[src/rtl/lkf_pkg.sv]
// ----------------------------------------------------------------------------
// lkf_pkg
// Shared types, constants and kernel tables for the 3x3 luma kernel filter.
// ----------------------------------------------------------------------------
package lkf_pkg;

    localparam int DEF_MAX_WIDTH  = 1024;
    localparam int DEF_MAX_HEIGHT = 4096;

    localparam int CFG_IDX_W  = 2;
    localparam int CFG_DATA_W = 13;

    typedef enum logic [CFG_IDX_W-1:0] {
        REG_IMAGE_WIDTH  = 2'd0,
        REG_IMAGE_HEIGHT = 2'd1,
        REG_FILTER_MODE  = 2'd2
    } lkf_reg_t;

    localparam logic [1:0] MODE_SHARPEN   = 2'd0;
    localparam logic [1:0] MODE_LAPLACIAN = 2'd1;
    localparam logic [1:0] MODE_SOBEL     = 2'd2;

    localparam logic KIND_PIXEL = 1'b0;
    localparam logic KIND_FLUSH = 1'b1;

    // Luma weights (Q2.14), chroma and rebuild coefficients
    localparam int CY_R = 3483;
    localparam int CY_G = 11718;
    localparam int CY_B = 1183;
    localparam int CU_R = -1637;
    localparam int CU_G = -5505;
    localparam int CU_B = 7143;
    localparam int CV_R = 10076;
    localparam int CV_G = -9152;
    localparam int CV_B = -922;
    localparam int C_RV = 20976;
    localparam int C_GU = 3519;
    localparam int C_GV = 6234;
    localparam int C_BU = 34864;
    localparam int C_TENTH = 1638;

    localparam int QDEPTH = 4;

    localparam logic signed [5:0] KERN_SHARP [9] = '{-6'sd1, -6'sd2, -6'sd1,
                                                    -6'sd2, 6'sd22, -6'sd2,
                                                    -6'sd1, -6'sd2, -6'sd1};
    localparam logic signed [5:0] KERN_LAP   [9] = '{-6'sd1, -6'sd1, -6'sd1,
                                                    -6'sd1, 6'sd8, -6'sd1,
                                                    -6'sd1, -6'sd1, -6'sd1};
    localparam logic signed [5:0] KERN_SOBEL [9] = '{-6'sd2, -6'sd2, 6'sd0,
                                                    -6'sd2, 6'sd0, 6'sd2,
                                                    6'sd0, 6'sd2, 6'sd2};

    // One job handed from front to back: masked window, mode, centre pixel, frame-last flag
    typedef struct packed {
        logic [8:0][15:0] win;
        logic [1:0]       mode;
        logic [31:0]      pix;
        logic             last;
    } lkf_job_t;

    typedef struct packed {
        logic full;
        logic empty;
    } lkf_qstat_t;

endpackage

[src/rtl/lkf_back.sv]
// ----------------------------------------------------------------------------
// lkf_back
// Kernel sum, chroma rebuild and clamp; three stages to the output register.
// ----------------------------------------------------------------------------
module lkf_back
    import lkf_pkg::*;
(
    input  logic       clk,
    input  logic       rst_n,
    input  lkf_job_t   head,
    input  lkf_qstat_t qstat,
    output logic       pop,
    output logic       m_tvalid,
    input  logic       m_tready,
    output logic [31:0] m_tdata,
    output logic       m_tlast
);

    logic               adv;
    logic               v1_reg, v2_reg, v3_reg;
    logic signed [23:0] s1_reg, u1_reg, vv1_reg;
    logic [15:0]        yc1_reg;
    logic [1:0]         mode1_reg;
    logic [7:0]         a1_reg, a2_reg, a3_reg;
    logic               l1_reg, l2_reg, l3_reg;
    logic signed [47:0] f2_reg, rv2_reg, gu2_reg, gv2_reg, bu2_reg;
    logic [7:0]         r3_reg, g3_reg, b3_reg;

    logic signed [23:0] s_sum, u_sum, v_sum;
    logic signed [47:0] f_val, r_sum, g_sum, b_sum;
    logic signed [5:0]  k;

    function automatic logic [7:0] to_byte(input logic signed [47:0] q);
        logic [7:0] res;
        if (q < 0)
            res = 8'd0;
        else if (q[47:36] != '0)
            res = 8'd255;
        else
            res = q[35:28];
        return res;
    endfunction

    assign adv = !v3_reg || m_tready;
    assign pop = adv && !qstat.empty;

    always_comb
    begin
        s_sum = '0;
        for (int i = 0; i < 9; i++)
        begin
            case (head.mode)
                MODE_LAPLACIAN: k = KERN_LAP[i];
                MODE_SOBEL:     k = KERN_SOBEL[i];
                default:        k = KERN_SHARP[i];
            endcase
            s_sum = s_sum + 24'(k * $signed({1'b0, head.win[i]}));
        end
        u_sum = 24'(CU_R * int'(head.pix[7:0]) + CU_G * int'(head.pix[15:8])
                    + CU_B * int'(head.pix[23:16]));
        v_sum = 24'(CV_R * int'(head.pix[7:0]) + CV_G * int'(head.pix[15:8])
                    + CV_B * int'(head.pix[23:16]));
    end

    always_comb
    begin
        case (mode1_reg)
            MODE_LAPLACIAN: f_val = (48'(s1_reg) + 48'(yc1_reg)) <<< 20;
            MODE_SOBEL:     f_val = 48'(s1_reg) <<< 20;
            default:        f_val = (48'(s1_reg) * 48'(C_TENTH)) <<< 6;
        endcase
        r_sum = f2_reg + rv2_reg;
        g_sum = f2_reg - gu2_reg - gv2_reg;
        b_sum = f2_reg + bu2_reg;
    end

    always_ff @(posedge clk or negedge rst_n)
    begin
        if (!rst_n)
        begin
            v1_reg <= 1'b0;
            v2_reg <= 1'b0;
            v3_reg <= 1'b0;
        end
        else if (adv)
        begin
            v1_reg <= !qstat.empty;
            v2_reg <= v1_reg;
            v3_reg <= v2_reg;
        end
    end

    always_ff @(posedge clk)
    begin
        if (adv)
        begin
            s1_reg    <= s_sum;
            u1_reg    <= u_sum;
            vv1_reg   <= v_sum;
            yc1_reg   <= head.win[4];
            mode1_reg <= head.mode;
            a1_reg    <= head.pix[31:24];
            l1_reg    <= head.last;

            f2_reg  <= f_val;
            rv2_reg <= 48'(vv1_reg) * 48'(C_RV);
            gu2_reg <= 48'(u1_reg) * 48'(C_GU);
            gv2_reg <= 48'(vv1_reg) * 48'(C_GV);
            bu2_reg <= 48'(u1_reg) * 48'(C_BU);
            a2_reg  <= a1_reg;
            l2_reg  <= l1_reg;

            r3_reg <= to_byte(r_sum);
            g3_reg <= to_byte(g_sum);
            b3_reg <= to_byte(b_sum);
            a3_reg <= a2_reg;
            l3_reg <= l2_reg;
        end
    end

    assign m_tvalid = v3_reg;
    assign m_tdata  = {a3_reg, b3_reg, g3_reg, r3_reg};
    assign m_tlast  = l3_reg;

endmodule

[config.mk]
export PLATFORM = sky130hd
export DESIGN_NAME = lkf_back
export DESIGN_NICKNAME = d
export VERILOG_FILES = /design/src/rtl/lkf_pkg.sv /design/src/rtl/lkf_back.sv
export SDC_FILE = /design/constraint.sdc
export NUM_CORES = 2
export LEC_CHECK = 0
export BUFFER_PORTS_ARGS = -buffer_cell sky130_fd_sc_hd__buf_2
export CORE_ASPECT_RATIO = 0.9
export CORE_MARGIN = 1.5
export CORE_UTILIZATION = 66
export CTS_BUF_LIST = sky130_fd_sc_hd__clkbuf_16
export DETAILED_ROUTE_END_ITERATION = 8
export HOLD_SLACK_MARGIN = 0.03
export PLACE_DENSITY = 0.84
export SLEW_MARGIN = 30
export SYNTH_ARGS = -nofsm -noshare
export SYNTH_HDL_FRONTEND = slang
export SYNTH_SLANG_ARGS = --single-unit
[constraint.sdc]
create_clock -name clk -period 10 [get_ports clk]
set_input_delay 0.5 -clock clk [delete_from_list [all_inputs] [get_ports clk]]
set_output_delay 0.5 -clock clk [all_outputs]
set_load 0.005 [all_outputs]
==> results_dict.tcl <==
set metrics [dict create \
    cts_buffers 43 \
    outcome "completed" \
    die_x_um 356 \
    register_area_sq_um 9620 \
    initial_core_util_pct 66.5 \
    ys_ff_latch 321 \
    ant_nets 0 \
    critPathRequiredTime_ns 10.35 \
    dpl.hpwl_mm 157 \
    vias 51700 \
    min_path_cells 1 \
    viasPerCell 5.65 \
    clk_pin_slew_ns 0.06 \
    rrSetupSlack_ns 3.32 \
    synth_top_area_share_pct 37.5 \
    netlist_instances 7405 \
    crit_arrival_ns 9.61 \
    synth_ff_type "edfxtp_1" \
    cap_violations 0 \
    slew_headroom_pct 37.4 \
    worst_pin_slew_ns 0.939 \
    final_nets 10300 \
    crit_path_frequent_cell "inv_1" \
    die_y_um 321 \
    drv_slew 0 \
    cp.buffers_inverters 9 \
    gp_congestion 0.971 \
    multi_input_area_sq_um 56000 \
    first_iter_violations 3816 \
    io_buffers 217 \
    slowest_delay_ns 0.57 \
    largest_reg_flops 38 \
    crit_type "input port to flip-flop" \
    synth_edf_count 318 \
    drcViolationCount 0 \
    grt_pass1_wl_mm 294 \
    synthArstFlopShare_pct 0.935 \
    hold_viol 0 \
    core_sq_um 111000 \
    crit_family "adder cells" \
    final_util_pct 70.5 \
    final-setup-viol-count 0 \
    cpMaxStageDelayCell "o41ai_1" \
    min_period_ns 9.26 \
    grt_overflow 0 \
    cts_tree "built" \
    grt_use_total_pct 33.1 \
    hp-class "input port to flip-flop" \
    cp_max_fo 5 \
    rsz0062_at_grt "no" \
    ys_seq_area_share_pct 13.0 \
    io_pins 219 \
    clock-root-buffer "clkbuf_16" \
    fin_crit_sh_pct 92.6 \
    reg2reg_depth 18 \
    grt_pass1_vias 55300 \
    cp.depth 39 \
    wl_per_cell_um 19.9 \
    rows 116 \
    finalWirelength_mm 182 \
    setup_tns_ns 0 \
    fmax_ghz 0.108 \
    fillers 8240 \
    worstSetupStartpointType "input port" \
    yosysTopAreaCell "fa_1" \
    setup.worst_path.end_class "flip-flop" \
    antenna_found_initial 16 \
    dieArea_sq_um 114000 \
    clkLatencyLatePin_ns 0.64 \
    syn_area_sq_um 74000 \
    yosysWarnings 0 \
    final_layout_size_suffix_gt1_share_pct 4.87 \
    synth.distinct_cells 86 \
    firstDrtPassIters 6 \
    grt_max_degree 126 \
    synth_area_leaders "fa_1, ha_1, edfxtp_1, inv_1, xnor2_1" \
    synth_area_per_cell_sq_um 9.99 \
    area_delta_synth_final_pct 6.00 \
    fin_skew_ns 0.0287 \
    htreeDepth 2 \
    cts_sinks 321 \
    syn_nets 10100 \
    clockBufferDepth 3 \
]
-- metrics by stage --
step | std cells | hold WS (ns) | area, sq um | setup WS [ns]
2_1_floorplan | 7405 | 0.204 | 74000 | 0.709
4_1_cts | 9142 | 0.0394 | 78400 | 0.875
6_report | 9157 | 0.0714 | 78400 | 0.740
3_3_place_gp | 9053 | 0.296 | 76800 | 0.339
3_5_place_dp | 9053 | 0.299 | 76800 | 0.228
5_1_grt | 9156 | 0.0602 | 78400 | 0.209
-- cells by family after synthesis --
group | count (synthesis) | share of synthesized area (%)
buffers and inverters | 2233 | 11.3
multiplexers | 11 | 0.157
adder cells (fa/ha/maj) | 2475 | 55.9
XOR/XNOR | 366 | 4.33
other | 1 | 0.00507
AO/OA/AOI/OAI | 1002 | 8.85
flip-flops | 321 | 13.0
AND/OR/NAND/NOR | 996 | 6.36
-- cell type report --
cell class / count / share of cell area [%]
flip-flops and latches: 321 / 12.3
inverters: 2169 / 10.4
clock inverters: 36 / 0.455
diodes: 15 / 0.0479
well taps: 1475 / 2.35
clock buffers: 43 / 1.37
repair buffers: 247 / 1.71
multi-input cells: 4851 / 71.4
-- Yosys cell counts (15+ instances only) --
library cell	number
ha_1	1089
xor2_1	106
nor2b_1	57
nor2_1	268
a211oi_1	30
a21oi_1	333
nor3_1	66
edfxtp_1	318
nand2b_1	28
xnor2_1	260
nand2_1	301
and3_1	33
a31oi_1	39
o21bai_1	46
nand4_1	31
fa_1	1386
o31ai_1	15
o21a_1	43
o21ai_0	157
a221oi_1	24
and2_1	70
clkbuf_1	62
a21o_1	139
nand3_1	69
inv_1	2168
or2_2	29
-- metal layers --
layer	GRT usage (%)	share of wire [%]
met4	10.2	3.4
met5	0	0
met3	5.03	7.3
met1	47.1	43
met2	52.8	46
-- final timing paths --
kind / start / end
setup / recovery: head[33] / s1_reg[23]
hold / removal: head[103] / yc1_reg[4]
setup reg to reg: u1_reg[10] / gu2_reg[35]
hold reg to reg: a1_reg[3] / a2_reg[3]
max in group asynchronous: rst_n / v2_reg
min in group asynchronous: rst_n / m_tvalid
-- layout by cell type, fill, tap and decap left out, types with 13 or more instances in the layout --
cell       Yosys  routed
a21o_1       139     139
xnor2_1      260     260
a221oi_1      24      24
a31oi_1       39      39
o31a_1        13      13
o21ai_0      157     157
fa_1        1386    1386
a21oi_1      333     333
clkbuf_16      0      43
nor2_1       268     268
a31o_2        13      13
ha_1        1089    1087
nor3_1        66      66
nand4_1       31      31
nand2b_1      28      28
a211oi_1      30      30
nand2_1      301     301
nor2b_1       57      57
o211ai_1      14      14
buf_2          1     217
o21bai_1      46      46
xor2_1       106     106
nand3_1       69      69
and3_1        33      33
diode_2        0      15
o31ai_1       15      15
o21a_1        43      43
or2_2         29      29
and2_1        70      70
buf_4          0      19
or3_1         14      14
edfxtp_1     318     318
inv_1       2168    2171
-- timing repair --
| action | CTS | global route |
|---|---|---|
| endpoints found under the hold margin | 12 | 0 |
| setup buffers | 0 | 0 |
| hold buffers | 10 | 0 |
| gates resized for setup | 0 | 0 |
Power is not shown: default switching activity piles up to over one toggle a cycle in this logic, so the estimate is an artifact.
