===== src/rtl/lkf_pkg.sv =====
// ----------------------------------------------------------------------------
// lkf_pkg
// Shared types, constants and kernel tables for the 3x3 luma kernel filter.
// ----------------------------------------------------------------------------
package lkf_pkg;

    localparam int DEF_MAX_WIDTH  = 1024;
    localparam int DEF_MAX_HEIGHT = 4096;

    localparam int CFG_IDX_W  = 2;
    localparam int CFG_DATA_W = 13;

    typedef enum logic [CFG_IDX_W-1:0] {
        REG_IMAGE_WIDTH  = 2'd0,
        REG_IMAGE_HEIGHT = 2'd1,
        REG_FILTER_MODE  = 2'd2
    } lkf_reg_t;

    localparam logic [1:0] MODE_SHARPEN   = 2'd0;
    localparam logic [1:0] MODE_LAPLACIAN = 2'd1;
    localparam logic [1:0] MODE_SOBEL     = 2'd2;

    localparam logic KIND_PIXEL = 1'b0;
    localparam logic KIND_FLUSH = 1'b1;

    // Luma weights (Q2.14), chroma and rebuild coefficients
    localparam int CY_R = 3483;
    localparam int CY_G = 11718;
    localparam int CY_B = 1183;
    localparam int CU_R = -1637;
    localparam int CU_G = -5505;
    localparam int CU_B = 7143;
    localparam int CV_R = 10076;
    localparam int CV_G = -9152;
    localparam int CV_B = -922;
    localparam int C_RV = 20976;
    localparam int C_GU = 3519;
    localparam int C_GV = 6234;
    localparam int C_BU = 34864;
    localparam int C_TENTH = 1638;

    localparam int QDEPTH = 4;

    localparam logic signed [5:0] KERN_SHARP [9] = '{-6'sd1, -6'sd2, -6'sd1,
                                                    -6'sd2, 6'sd22, -6'sd2,
                                                    -6'sd1, -6'sd2, -6'sd1};
    localparam logic signed [5:0] KERN_LAP   [9] = '{-6'sd1, -6'sd1, -6'sd1,
                                                    -6'sd1, 6'sd8, -6'sd1,
                                                    -6'sd1, -6'sd1, -6'sd1};
    localparam logic signed [5:0] KERN_SOBEL [9] = '{-6'sd2, -6'sd2, 6'sd0,
                                                    -6'sd2, 6'sd0, 6'sd2,
                                                    6'sd0, 6'sd2, 6'sd2};

    // One job handed from front to back: masked window, mode, centre pixel, frame-last flag
    typedef struct packed {
        logic [8:0][15:0] win;
        logic [1:0]       mode;
        logic [31:0]      pix;
        logic             last;
    } lkf_job_t;

    typedef struct packed {
        logic full;
        logic empty;
    } lkf_qstat_t;

endpackage


===== src/rtl/lkf_queue.sv =====
// ----------------------------------------------------------------------------
// lkf_queue
// Short job queue between front and back.
// ----------------------------------------------------------------------------
module lkf_queue
    import lkf_pkg::*;
(
    input  logic       clk,
    input  logic       rst_n,
    input  logic       push,
    input  lkf_job_t   push_job,
    input  logic       pop,
    output lkf_job_t   head,
    output lkf_qstat_t stat
);

    localparam int PW = $clog2(QDEPTH);

    lkf_job_t        slot_reg [QDEPTH];
    logic [PW-1:0]   wr_reg, rd_reg;
    logic [PW:0]     cnt_reg, cnt_next;

    assign head       = slot_reg[rd_reg];
    assign stat.full  = (cnt_reg == (PW+1)'(QDEPTH));
    assign stat.empty = (cnt_reg == '0);

    always_comb
    begin
        cnt_next = cnt_reg;
        if (push && !(pop && !stat.empty))
        begin
            cnt_next = cnt_reg + 1'b1;
        end
        else if (!push && pop && !stat.empty)
        begin
            cnt_next = cnt_reg - 1'b1;
        end
    end

    always_ff @(posedge clk or negedge rst_n)
    begin
        if (!rst_n)
        begin
            wr_reg  <= '0;
            rd_reg  <= '0;
            cnt_reg <= '0;
        end
        else
        begin
            if (push)
            begin
                wr_reg <= wr_reg + 1'b1;
            end
            if (pop && !stat.empty)
            begin
                rd_reg <= rd_reg + 1'b1;
            end
            cnt_reg <= cnt_next;
        end
    end

    always_ff @(posedge clk)
    begin
        if (push)
        begin
            slot_reg[wr_reg] <= push_job;
        end
    end

endmodule


===== config.mk =====
export PLATFORM = sky130hd
export DESIGN_NAME = lkf_queue
export DESIGN_NICKNAME = d
export VERILOG_FILES = /design/src/rtl/lkf_pkg.sv /design/src/rtl/lkf_queue.sv
export SDC_FILE = /design/constraint.sdc
export NUM_CORES = 1
export LEC_CHECK = 0
export BUFFER_PORTS_ARGS = -buffer_cell sky130_fd_sc_hd__buf_4
export CORE_ASPECT_RATIO = 0.5
export CORE_MARGIN = 2
export CORE_UTILIZATION = 30
export CTS_CLUSTER_DIAMETER = 120
export DETAILED_ROUTE_END_ITERATION = 6
export PLACE_DENSITY = 0.59
export SYNTH_ARGS = -nofsm -noshare
export SYNTH_HDL_FRONTEND = slang
export SYNTH_SLANG_ARGS = --single-unit

===== constraint.sdc =====
create_clock -name clk -period 6.1 [get_ports clk]
set_input_delay 1.22 -clock clk [delete_from_list [all_inputs] [get_ports clk]]
set_output_delay 1.22 -clock clk [all_outputs]
set_load 0.005 [all_outputs]

==> flow_metrics.tcl, run 1 <==
set metrics [dict create \
    cts_num_sinks 723 \
    nets 1584 \
    synth_top_area_cell "edfxtp_1" \
    path_buf_inv 2 \
    vias 11600 \
    synthTopCellsByArea "edfxtp_1, mux4_2, dfrtp_1" \
    routed_wl_um 58500 \
    start_util_pct 30.4 \
    gr-usage-met3_pct 2.23 \
    worst_path_most_repeated_cell "buf_4" \
    crit_chain "buf_4 > mux4_2 > buf_4" \
    r2r-end "slot_reg[2][22]" \
    rsz0062_at_grt "false" \
    ys_ff_latch 723 \
    ctsResizeCount 0 \
    io_pins 364 \
    synth_edf_count 716 \
    rr_startpoint "wr_reg[0]" \
    setup-violations-final 0 \
    synth_most_common_cell "edfxtp_1" \
    syn2layout_area_growth_pct 24.4 \
    synth-compound-area-share_pct 0.214 \
    grtUsageMet1_pct 13.8 \
    largest_reg_flops 716 \
    grt_overflow 0 \
    multiInputGateArea_sq_um 4320 \
    die_x_um 423 \
    fp.dieH_um 213 \
    clockBufferDepth 3 \
    leakage_nw 10.9 \
    hold_viol_final 0 \
    synth-adder-area-share_pct 0.267 \
    clockRootBuffer "clkbuf_16" \
    fillers 7791 \
    worstSetupStartpointType "flip-flop" \
    async_flop_share_pct 0.968 \
    hp-class "in -> async" \
    dpl_worst_slack_ps 2490 \
    drtAntennaViolNets 0 \
    synthTopCellsByCount "edfxtp_1, mux4_2, buf_2" \
    drt_iter0_drc 710 \
    synthesis.area_sq_um 26300 \
    grt_max_degree 116 \
    via_per_inst 4.43 \
    hpwl_um 36000 \
    drcViolationCount 0 \
    antenna_found_initial 8 \
    synth_simple_gate_area_share_pct 0.462 \
    wire_per_inst_um 22.3 \
    arrival_ps 2920 \
    outcome "completed" \
    rows 76 \
    fmax_ghz 0.242 \
    dieArea_sq_um 90100 \
    cts_setup_buffers 0 \
    fin_crit_sh_pct 67.9 \
    tightest_slew_ps 946 \
    synthesis.nets 1175 \
    grt_pass1_vias 12200 \
    hold_buffers 0 \
    ys_seq_area_share_pct 82.5 \
    netlist.area_leader.share_pct 81.8 \
    slowest_delay_ps 840 \
    fp.coreArea_sq_um 86400 \
    port_buffers 363 \
    cts-buffers-inserted 71 \
    path_clk_slew_ps 60 \
    peakVddDrop_v 0.000337 \
    drive_above_1_share_pct 45.4 \
    synth.area.mux_share_pct 15.3 \
    regArea_sq_um 21700 \
    path_class "reg -> out" \
    max_slew_margin_pct 36.9 \
    cellPowerDensity_nw_per_um2 477 \
    gp_congestion 0.763 \
    rr_worst_depth 4 \
    grt.total_usage_pct 12.5 \
    final_max_slew_viol_count 0 \
    fin_skew_ps 15.3 \
    path_delay_family "flip-flops" \
    cp.required_ps 4880 \
    top_usage_layer "met2" \
    synth_ff_type "edfxtp_1" \
    grt_pass1_wl_um 83300 \
    clk_latency_ps 590 \
    regToRegSetupSlack_ps 3690 \
    htreeDepth 3 \
    synth_top_family_by_area "multiplexers" \
    slowest_stage "dfrtp_4" \
    fin_total_pwr_mw 15.6 \
    synthXorXnorAreaFrac_pct 0.133 \
    setup_tns_ps 0 \
    finalCriticalPeriod_ps 4140 \
    use_met2_pct 24.1 \
    cp_max_fo 33 \
    maxCapViolations 0 \
    drtPass1Iterations 4 \
    synth_area_per_cell_sq_um 26.6 \
    postLayoutSetupSlackWorst_ps 1960 \
    cts_tree "built" \
    postSynthCellCount 987 \
    end_kind "primary output" \
    synth_cell_types 28 \
    yosysWarnings 0 \
]
## power by group
part           switching [mW]  leakage (nW)  internal, mW
sequential              0.304          6.66          6.49
clock                    1.79          1.09          2.42
combinational            2.23          3.13          2.35
## per-stage QoR
step	util, %	area (sq um)	cells	hold WS [ps]
6_report	37.8	32700	2628	427
5_1_grt	37.8	32700	2626	400
4_1_cts	37.8	32700	2620	394
3_5_place_dp	35.2	30400	2493	533
3_3_place_gp	35.2	30400	2493	527
2_1_floorplan	-	26300	987	492
## final cells by class
cell class | count | area share, %
sequential | 723 | 66.4
timing repair buffer | 378 | 9.03
inverter | 3 | 0.0345
multi-input combinational | 219 | 13.2
clock inverter | 28 | 0.689
antenna | 8 | 0.0613
clock buffer | 99 | 6.11
tap | 1170 | 4.48
## worst max path at each step
stage	startpoint	cells past startpoint	to
after CTS	rd_reg[0]	3	head[79]
after detailed placement	rd_reg[0]	3	head[56]
after floorplan	push	2	slot_reg[1][0]
after global routing	rd_reg[0]	3	head[79]
after global placement	rd_reg[0]	3	head[116]
final	rd_reg[0]	3	head[79]
## per-layer routing
metal  wire (um)  vias up
met5          21        -
met4        1500        4
met3        1680       84
met2       33800      200
met1       21500     6240
li1            -     5119
## cells in the final DEF, fill, tap and decap left out, types with 3 or more instances in the layout
cell type  count
and2_4         4
clkbuf_1      21
bufinv_16      3
clkbuf_16     75
clkbuf_8       3
nor2_1         3
clkinv_2       9
inv_1          3
dfrtp_1        5
ha_1           4
buf_4        369
o21ai_0        3
clkinv_1      10
edfxtp_1     716
nand2b_1       5
buf_12         9
nand2_1        3
mux4_2       179
inv_6          4
diode_2        8
## cells by family (layout without fill, tap and decap cells)
logic type | Yosys count | after routing
DFF | 723 | 723
muxes | 179 | 179
buffers and inverters | 45 | 508
and+or+nand+nor | 22 | 22
AOI/OAI and AO/OA | 9 | 9
adders and majority gates | 5 | 5
xor gates and xnor gates | 4 | 4
other | 0 | 8
Note: power is estimated with default switching activity, not from simulation.
==> inputs of run 2 (changes only) <==
- ABC_AREA: unset -> 1
- clock period: 6.1 -> 4.1 ns (I/O delays scaled with it)
==> flow_metrics.tcl, run 2 <==
set metrics [dict create \
    wire_per_inst_um 19.8 \
    hp-class "in -> reg" \
    cts_setup_buffers 0 \
    layout_commonest_cell "edfxtp_1" \
    start_util_pct 30.4 \
    synth_top_area_cell "edfxtp_1" \
    yosysWarnings 0 \
    hold_buffers 1 \
    cts_num_sinks 723 \
    path_clk_slew_ps 60 \
    stdcell_area_sq_um 33100 \
    placedCellCount 3251 \
    ys_seq_area_share_pct 80.3 \
    dieArea_sq_um 92500 \
    crit_chain "buf_12 > o21ai_0 > o22ai_1 > buf_4" \
    postSynthCellCount 1786 \
    fin_total_pwr_mw 24.5 \
    leakage_nw 11.1 \
    synthTopCellsByArea "edfxtp_1, o21ai_0, nor2_1" \
    max_slew_margin_pct 29.4 \
    rsz0062_at_grt "false" \
    slowest_stage "dfrtp_4" \
    peakVddDrop_v 0.000525 \
    drive_above_1_share_pct 22.8 \
    gp_congestion 0.757 \
    hold-worst-slack_ps 399 \
    path_delay_family "flip-flops" \
    drcViolationCount 0 \
    grt.total_usage_pct 13.8 \
    htreeDepth 3 \
    grt_overflow 0 \
    synth_ff_type "edfxtp_1" \
    outcome "completed" \
    cp_max_fo 130 \
    fmax_ghz 0.281 \
    fp.dieH_um 216 \
    routed_wl_um 67000 \
    cts_tree "built" \
    clockBufferDepth 3 \
    grt_max_degree 181 \
    cp.required_ps 3280 \
    path_class "reg -> out" \
    io_pins 364 \
    fin_crit_sh_pct 86.7 \
    synthTopCellsByCount "edfxtp_1, nor2_1, o21ai_0" \
    ys_ff_latch 723 \
    cts-buffers-inserted 69 \
    finalCriticalPeriod_ps 3560 \
    arrival_ps 2740 \
    path_buf_inv 2 \
    tightest_slew_ps 1060 \
    grt_pass1_wl_um 97100 \
    port_buffers 363 \
    synth_edf_count 716 \
    hpwl_um 39900 \
    via_per_inst 4.71 \
    final_cell_mix "edfxtp_1, buf_4, nor2_1" \
    slowest_delay_ps 850 \
    async_flop_share_pct 0.968 \
    fp.coreArea_sq_um 88700 \
    worstSetupStartpointType "flip-flop" \
    ctsResizeCount 0 \
    hold_viol_final 0 \
    nets 2326 \
    synth_most_common_cell "edfxtp_1" \
    setup_tns_ps 0 \
    final_max_slew_viol_count 0 \
    clk_latency_ps 620 \
    drtPass1Iterations 5 \
    fin_skew_ps 20.7 \
    synthesis.nets 1974 \
    netlist.area_leader.share_pct 79.6 \
    drt_iter0_drc 969 \
    end_kind "primary output" \
    largest_reg_flops 716 \
    syn2layout_area_growth_pct 22.7 \
    cellPowerDensity_nw_per_um2 741 \
    placed_area_sq_um 31000 \
    final_cells 3376 \
    drtAntennaViolNets 0 \
    vias 15900 \
    synth_cell_types 22 \
    die_x_um 428 \
    maxCapViolations 0 \
    fillers 8314 \
    grt_pass1_vias 15000 \
    rows 77 \
    setup-violations-final 0 \
    synthesis.area_sq_um 27000 \
    synth_area_per_cell_sq_um 15.1 \
    antenna_found_initial 10 \
    clockRootBuffer "clkbuf_16" \
]
run 2: cell count changes after synthesis, sizes merged, moves of 17 or more:
cell / before / now
buf: 34 / 55
clkbuf: 8 / 64
mux4: 179 / 0
nand2: 3 / 20
nor2: 3 / 361
o21ai: 3 / 359
o22ai: 1 / 179
run 2: area by class of cell:
class / instances / area (sq um) / share of cell area [%]
sequential: 723 / 21700 / 65.5
multi-input combinational: 930 / 4460 / 13.5
timing repair buffer: 400 / 3290 / 9.94
clock buffer: 90 / 1810 / 5.45
tap: 1185 / 1480 / 4.48
clock inverter: 29 / 293 / 0.884
inverter: 14 / 85.1 / 0.257
antenna: 5 / 12.5 / 0.0378
run 2: through the flow:
stage | utilization (%) | worst slack (ps)
floorplan | - | 11.6
global placement | 34.9 | 1190
detailed placement | 34.9 | 1150
CTS | 37.3 | 481
global route | 37.3 | 369
finish | 37.3 | 545
run 2: path summary, 6_finish.rpt:
path,start,end,slack [ps],depth (start not counted)
max reg2reg,wr_reg[0],slot_reg[0][85],1660,5
min reg2reg,cnt_reg[2],cnt_reg[2],480,2
min,push_job[21],slot_reg[1][21],400,1
max in group asynchronous,rst_n,rd_reg[1],3350,2
max,rd_reg[0],head[59],540,4
min in group asynchronous,rst_n,cnt_reg[2],600,2
run 2: cells by family (layout without fill, tap and decap cells):
| group | Yosys count | count (layout) | synth area share, % |
|---|---|---|---|
| flip-flops | 723 | 723 | 80.3 |
| AO/OA/AOI/OAI | 539 | 539 | 10.8 |
| AND/OR/NAND/NOR | 384 | 384 | 5.35 |
| buffers and inverters | 133 | 533 | 3.20 |
| adder cells (fa/ha/maj) | 5 | 5 | 0.260 |
| XOR/XNOR | 2 | 2 | 0.0649 |
| other | 0 | 5 | 0 |
run 2: report_power, final:
group	internal [mW]	switching (mW)	total (mW)
logic	3.30	5.17	8.47
registers	9.65	0.363	10.0
clock network	3.33	2.73	6.06
run 2: per-layer routing:
layer / up-vias / wire length (um) / track usage (%)
li1: 7482 / - / -
met1: 8027 / 25800 / 15.9
met2: 281 / 36700 / 25.5
met3: 89 / 2740 / 2.84
met4: 10 / 1650 / 5.01
met5: - / 50 / 0
